<file path="src/hw/rtl/hcw_pkg.sv">
package hcw_pkg;

	localparam int ENTRIES_DEF      = 384;
	localparam int EVICT_WINDOW_DEF = 8;

	// home slot hash multipliers
	localparam int HASH_MUL_F = 7919;
	localparam int HASH_MUL_S = 131;

	localparam int KEY_W  = 30;
	localparam int AGE_W  = 32;
	localparam int SLOT_W = 9;
	// font*7919 + size*131 + code stays below 2^22
	localparam int SUM_W  = 22;
	// hash phases: quotient, product, remainder
	localparam int HCNT_W = 2;

	typedef struct packed {
		logic        font_select;
		logic [7:0]  pixel_size;
		logic [20:0] code_point;
	} req_t;

	typedef struct packed {
		logic              hit;
		logic [SLOT_W-1:0] slot_index;
		logic              evicted;
	} rsp_t;

	typedef struct packed {
		logic             valid;
		logic [KEY_W-1:0] key;
		logic [AGE_W-1:0] age;
	} slot_entry_t;

	typedef struct packed {
		logic             lt;
		logic [AGE_W-1:0] diff;
	} cmp_t;

	typedef enum logic [2:0] {
		ST_CLEAR,
		ST_IDLE,
		ST_HASH,
		ST_PROBE_RD,
		ST_PROBE_CHK,
		ST_WIN_RD,
		ST_WIN_CHK,
		ST_FILL
	} state_t;

endpackage

</file>
<file path="src/hw/rtl/hcw_cmp_sub.sv">
module hcw_cmp_sub (
	input  logic [hcw_pkg::AGE_W-1:0] a,
	input  logic [hcw_pkg::AGE_W-1:0] b,
	output hcw_pkg::cmp_t             res
);

	logic [hcw_pkg::AGE_W:0] d;

	assign d        = {1'b0, a} - {1'b0, b};
	assign res.lt   = d[hcw_pkg::AGE_W];
	assign res.diff = d[hcw_pkg::AGE_W-1:0];

endmodule

</file>
<file path="config.mk">
export PLATFORM = sky130hd
export DESIGN_NAME = hcw_cmp_sub
export DESIGN_NICKNAME = d
export VERILOG_FILES = /design/src/hw/rtl/hcw_pkg.sv /design/src/hw/rtl/hcw_cmp_sub.sv
export SDC_FILE = /design/constraint.sdc
export NUM_CORES = 1
export LEC_CHECK = 0
export BUFFER_PORTS_ARGS = -buffer_cell sky130_fd_sc_hd__buf_2
export CAP_MARGIN = 20
export CORE_AREA = 5 5 69 71
export DETAILED_ROUTE_END_ITERATION = 12
export DIE_AREA = 0 0 74 76
export GPL_TIMING_DRIVEN = 0
export PLACE_DENSITY = 0.92
export REMOVE_ABC_BUFFERS = 1
export SLEW_MARGIN = 30
export SYNTH_ARGS = -nofsm -noshare
export SYNTH_HDL_FRONTEND = slang
export SYNTH_SLANG_ARGS = --single-unit
</file>
<file path="constraint.sdc">
create_clock -name vclk -period 2.6
set_clock_uncertainty 0.05 [all_clocks]
set_input_delay 0.26 -clock vclk [all_inputs]
set_output_delay 0.26 -clock vclk [all_outputs]
set_load 0.05 [all_outputs]
</file>
==> metrics.txt, run 1 <==
status=finished with violations; failing checks=setup timing; post-synthesis sequential area ratio=0; Syn Inst Count=276; antenna cells=0; Placeable Area=4174 um^2; GPL Wtd Cong=between 0.8 and 0.9; min Tclk post-route=2701 ps; Fmax achieved=0.3703 GHz; NumNets Final=475; crit path DAT=2390 ps; Initial Util=0.4529; Power Dens Cells=421.9 nW/um^2; DR vias/cell=5.554; class of the most critical setup path=in2out; fillers=298; Crit path required time=approximately 2300 ps; worst setup slack after layout=-100.7 ps; Die H=76 um; Tot Pwr=0.001253 W; CP Launch Type=input port; Yosys warnings=0; # setup viols final=10; number of remaining DRC errors=0; Slew Limit Fails=0; initial antenna violation count=0; Synth Cell Area=1891 um^2; HP Class=in2out; Die Area=5624 um^2; Pre-Repair DR Iteration Count=4; Buffers on Ports=97; Worst Hold Slack=895.9 ps; Worst slew margin=0.6925; Avg Cell Area, Syn=6.850 um^2; Multi-input gate area=a little over 2000 um^2; DP HPWL=between 4000 and 5000 um; Routed WL per cell=15.10 um; num sequential=0; first-pass GRT wire length=10,050 um; Overall Global Routing Usage=0.2085; Detailed Route WL=6461 um; worst path cell trace=buf_8 -> inv_4 -> ha_4 -> nor2b_4 -> o2111ai_4 -> a211oi_4 -> o2111ai_4 -> a32oi_4 -> a41o_1 -> xor2_1 -> buf_4; num rows=24; Max Cap Viol=0; Reg area=0 um^2; max incr delay on CP=~360 ps; Synth cell types=51; Ports=97; layout cells sized above 1=0.4601; clock buffers=0; Final Cycle Share=1.039; drt initial violations=83; slowest cell on the critical path=a211oi_4; grt ovf=0; largest net degree at the start of global routing=10; critical path fanouts, max=4; worst slew pin tran=456.5 ps; final hold vios=0; DR vias=2,377; crit-path most repeated cell=o2111ai_4; Crit. End Element=output port; area grow syn2layout=57.11%; Final TNS setup=-693.6 ps; Die W=approximately 74 um; Antenna Violating Nets Remaining=0; setup repair after global routing missed its margin=true; P_leak=1.475 nW; VDD IR max=0.2868 mV; vias in the first global route=2,366
==> report_power, final <==
group          internal, W  leakage, nW  switching [W]
Sequential               0            0              0
Combinational     0.000440         1.47       0.000813
Clock                    0            0              0
Total             0.000440         1.47       0.000813
==> synthesized netlist by cell type (all sizes together), types with 2 or more instances <==
| cell type | instances | share of area |
|---|---|---|
| a21o | 15 | 0.060 |
| nand4 | 6 | 0.020 |
| nand2 | 21 | 0.042 |
| o2111ai | 2 | 0.013 |
| nor3 | 4 | 0.011 |
| ha | 32 | 0.21 |
| o21bai | 2 | 0.0079 |
| xor2 | 14 | 0.065 |
| inv | 40 | 0.079 |
| buf | 5 | 0.013 |
| o21a | 6 | 0.024 |
| o31ai | 2 | 0.0079 |
| nor2b | 4 | 0.015 |
| a41oi | 3 | 0.018 |
| a21oi | 23 | 0.063 |
| xnor2 | 15 | 0.069 |
| a31oi | 5 | 0.017 |
| and2 | 2 | 0.0066 |
| clkbuf | 7 | 0.014 |
| a21boi | 3 | 0.012 |
| a211oi | 7 | 0.030 |
| o21ai | 16 | 0.042 |
| nand3 | 8 | 0.021 |
| o211ai | 2 | 0.0079 |
| and3 | 2 | 0.0066 |
| nor2 | 12 | 0.024 |
==> per-stage QoR <==
step / std cells / utilization / worst slack (ps) / area [um^2]
2_1_floorplan: 264 / - / -576.3 / 1839
3_3_place_gp: 413 / 0.5725 / -389.4 / 2390
3_5_place_dp: 413 / 0.5725 / -434.3 / 2390
4_1_cts: 425 / 0.6799 / -62.92 / 2838
5_1_grt: 428 / 0.7116 / -172.5 / 2970
6_report: 428 / 0.7116 / -100.7 / 2970
==> metal layers <==
layer	vias to the layer above	track usage	share of wire
li1	1188	-	-
met1	1078	0.2328	0.38
met2	102	0.4096	0.53
met3	9	0.01847	0.075
met4	0	0.03986	0.020
met5	-	0	0
==> what timing repair did <==
item | in CTS | in global routing
setup endpoints to repair | 17 | 20
pin swaps | 29 | 15
resized for setup | 75 | 34
hold buffers | 0 | 0
setup buffers | 12 | 3
==> critical path, delay by kind of cell <==
family	cells	cell delay, ps
compound gates	5	1240
buf+inv	3	330
fa+ha+maj	1	240
simple gates	1	170
xor+xnor	1	150
==> layout make-up <==
class,count,area share
multi-input combinational,224,0.6925
inverter,40,0.05307
timing repair buffer,112,0.2325
tap,52,0.02190
==> final timing paths <==
path	depth (start not counted)	to	from	slack (ps)
max	11	res[31]	b[1]	-100
min	4	res[0]	b[0]	900
==> layout by cell type, fill, tap and decap left out, types with 3 or more instances in the layout <==
master | synthesis | final
a211oi_1 | 6 | 3
a211oi_2 | 1 | 3
a21o_1 | 15 | 15
a21oi_1 | 22 | 16
a21oi_2 | 1 | 5
a31oi_1 | 5 | 4
buf_2 | 5 | 72
buf_4 | 0 | 28
buf_6 | 0 | 6
clkbuf_4 | 0 | 5
ha_1 | 32 | 17
ha_2 | 0 | 6
ha_4 | 0 | 9
inv_1 | 40 | 35
inv_4 | 0 | 3
nand2_1 | 21 | 20
nand3_1 | 8 | 7
nand4_1 | 6 | 6
nor2_1 | 12 | 12
nor3_1 | 4 | 3
o21a_1 | 6 | 6
o21ai_0 | 14 | 10
o21ai_1 | 2 | 3
o21ai_2 | 0 | 3
xnor2_1 | 15 | 15
xor2_1 | 14 | 13
==> cells by family (layout without fill, tap and decap cells) <==
family | Yosys count | count (layout) | synth area share
simple gates | 65 | 65 | 0.1701
fa+ha+maj | 33 | 33 | 0.2224
buf+inv | 52 | 152 | 0.1066
xor+xnor | 29 | 29 | 0.1344
compound gates | 97 | 97 | 0.3666
No activity file was read; power rests on OpenSTA's default activity.
==> inputs of run 2 (changes only) <==
--- a/config.mk
+++ b/config.mk
@@ -5,13 +5,14 @@
 export SDC_FILE = /design/constraint.sdc
 export NUM_CORES = 1
 export LEC_CHECK = 0
+export ABC_AREA = 1
 export BUFFER_PORTS_ARGS = -buffer_cell sky130_fd_sc_hd__buf_2
 export CAP_MARGIN = 20
-export CORE_AREA = 5 5 69 71
+export CORE_AREA = 2 2 73 75
 export DETAILED_ROUTE_END_ITERATION = 12
-export DIE_AREA = 0 0 74 76
+export DIE_AREA = 0 0 75 77
 export GPL_TIMING_DRIVEN = 0
-export PLACE_DENSITY = 0.92
+export PLACE_DENSITY = 0.94
 export REMOVE_ABC_BUFFERS = 1
 export SLEW_MARGIN = 30
 export SYNTH_ARGS = -nofsm -noshare
==> run 2 against run 1 <==
The flow now finishes without violations. Synthesized area increased by 36%. Die area rose by 2.7%. Via count rose by 46%. First-iteration DRC count increased to 2.9 times the previous value. Critical path depth is 3 higher. Cell area increased by 6.1%. Sequential cell count did not move. Count of clock-buffer cells in the layout is the same. Synthesized cell count grew 99%. Largest cell class unchanged.
==> metrics.txt, run 2 <==
status=complete, no violations; # setup viols final=0; WP buf/inv=4; Post-synth top cells=nand2_1, inv_1, nor2_1; area grow syn2layout=22.57%; Placeable Area=4977 um^2; grt ovf=0; first-pass GRT wire length=13,010 um; Synth Cell Area=2572 um^2; Final Cell Area=between 3000 and 4000 um^2; Yosys warnings=0; DP HPWL=~7000 um; class of the most critical setup path=in2out; Net Sw Frac=0.7245; Yosys top cell by area=nand2_1; slowest cell on the critical path=fa_1; setup repair after global routing missed its margin=false; clock buffers=0; final hold vios=0; DR vias=roughly 3,500; post-synthesis sequential area ratio=0; hold buffers post-CTS=0; HP Class=in2out; Crit. End Element=output port; combinational power share=1.000; commonest cells after routing, fill and taps aside=nand2_1, inv_1, buf_2; antenna cells=0; crit-path most repeated cell=nand2_1; layout cells sized above 1=0.1716; Crit path required time=2290 ps; initial antenna violation count=0; Worst slew margin=0.8292; Max Cap Viol=0; Die W=between 70 and 80 um; Placement Cell Area=3146 um^2; max incr delay on CP=420 ps; Slew Limit Fails=0; hold wc startpoint=b[0]; Die H=77 um; Final TNS setup=0 ps; Synth top area share=0.3385; largest net degree at the start of global routing=7; min Tclk post-route=2361 ps; top-count cell post-synth=nand2_1; NumNets Final=746; Avg Cell Area, Syn=4.677 um^2; Buffers on Ports=between 90 and 100; Reg area=0 um^2; GPL Wtd Cong=around 1.0; Overall Global Routing Usage=0.2739; Antenna Violating Nets Remaining=0; P_leak=2.352 nW; Routed WL per cell=roughly 11 um; Initial Util=0.5168; worst path cell trace=buf_2 -> inv_1 -> ha_1 -> fa_1 -> inv_2 -> nand3_1 -> nand3_2 -> nand3_1 -> nand2_1 -> nand2_1 -> nand2_1 -> nand2_1 -> nand2_1 -> buf_2; num sequential=0; number of remaining DRC errors=0; internal power=between 0.0002 and 0.0003 W; num rows=26; Ports=97; commonest non-fill, non-tap cell in the layout=nand2_1; Reg power frac=0; Syn Inst Count=between 500 and 600; VDD IR max=around 0.23 mV; CP delay by family, top=simple AND/OR/NAND/NOR gates; critical path fanouts, max=3; Multi-input gate area=2003 um^2; Hold Path End=res[0]; Detailed Route WL=7833 um; Power Dens Cells=340.2 nW/um^2; Die Area=5775 um^2; top post-synthesis cells by area=nand2_1, inv_1, ha_1; NetSw=approximately 0.00078 W; crit path DAT=2050 ps; Clk pwr share=0; Synth cell types=21; fillers=roughly 500; worst slew pin tran=255.3 ps; DR vias/cell=slightly below 5; Final Cycle Share=0.9082; CP Launch Type=input port; Worst Hold Depth=4; drt initial violations=238; Fmax achieved=0.4235 GHz; Pre-Repair DR Iteration Count=5; vias in the first global route=3,118
==> run 2: power by group through the flow <==
stage	sequential, W	combinational [W]	clock (W)
6_report	0	0.00107	0
2_1_floorplan	0	0.000804	0
3_5_place_dp	0	0.00106	0
4_1_cts	0	0.00106	0
5_1_grt	0	0.00117	0
3_3_place_gp	0	0.00104	0
==> run 2: worst max-delay path by stage <==
stage               startpoint  endpoint  slack [ps]  cells after the start
detailed placement        a[0]   res[16]         140                     14
CTS                       a[0]   res[16]         140                     14
finish                    a[0]   res[20]         240                     14
global placement          a[0]   res[16]         200                     14
global route              a[0]   res[16]          50                     14
floorplan                 a[0]   res[12]         190                      9
==> run 2: layout make-up <==
| cell class | instances | area share |
|---|---|---|
| Timing Repair Buffer | 97 | 0.1548 |
| Tap cell | 70 | 0.02778 |
| Inverter | 153 | 0.1821 |
| Multi-Input combinational cell | 397 | 0.6353 |
==> run 2: cells by family after synthesis <==
kind of cell             Yosys count  share of synthesized area
AND/OR/NAND/NOR                  326                     0.5170
buffers and inverters            153                     0.2232
adder cells (fa/ha/maj)           33                     0.1634
AO/OA/AOI/OAI                     24                    0.04864
XOR/XNOR                          14                    0.04767
==> run 2: what timing repair did <==
action,in CTS,in global routing
buffers inserted,0,0
endpoints found under the setup margin,0,4
gates resized for setup,0,3
==> run 2: layer usage <==
metal | wire length [um] | GRT usage | up-vias | share of wire
met5 | 0 | 0 | - | 0
met3 | 497 | 0.007884 | 20 | 0.063
li1 | - | - | 1806 | -
met2 | 3768 | 0.4649 | 127 | 0.48
met4 | 161 | 0.05536 | 0 | 0.021
met1 | 3405 | 0.3790 | 1528 | 0.43
==> run 2: tightest hold or removal path, cell delays in order <==
cell and delay (ps):
buf_2 90, ha_1 120, inv_1 40, buf_2 200
==> run 2: per-stage QoR <==
stage	hold slack (ps)	total power, W	utilization	cells	worst slack [ps]
detailed placement	918.2	0.001057	0.6320	717	137.2
global route	942.3	0.001165	0.6335	717	45.34
finish	914.6	0.001073	0.6335	717	238.6
CTS	918.8	0.001060	0.6320	717	135.3
floorplan	751.4	0.0008040	-	550	189.1
global placement	873.6	0.001040	0.6320	717	203.4
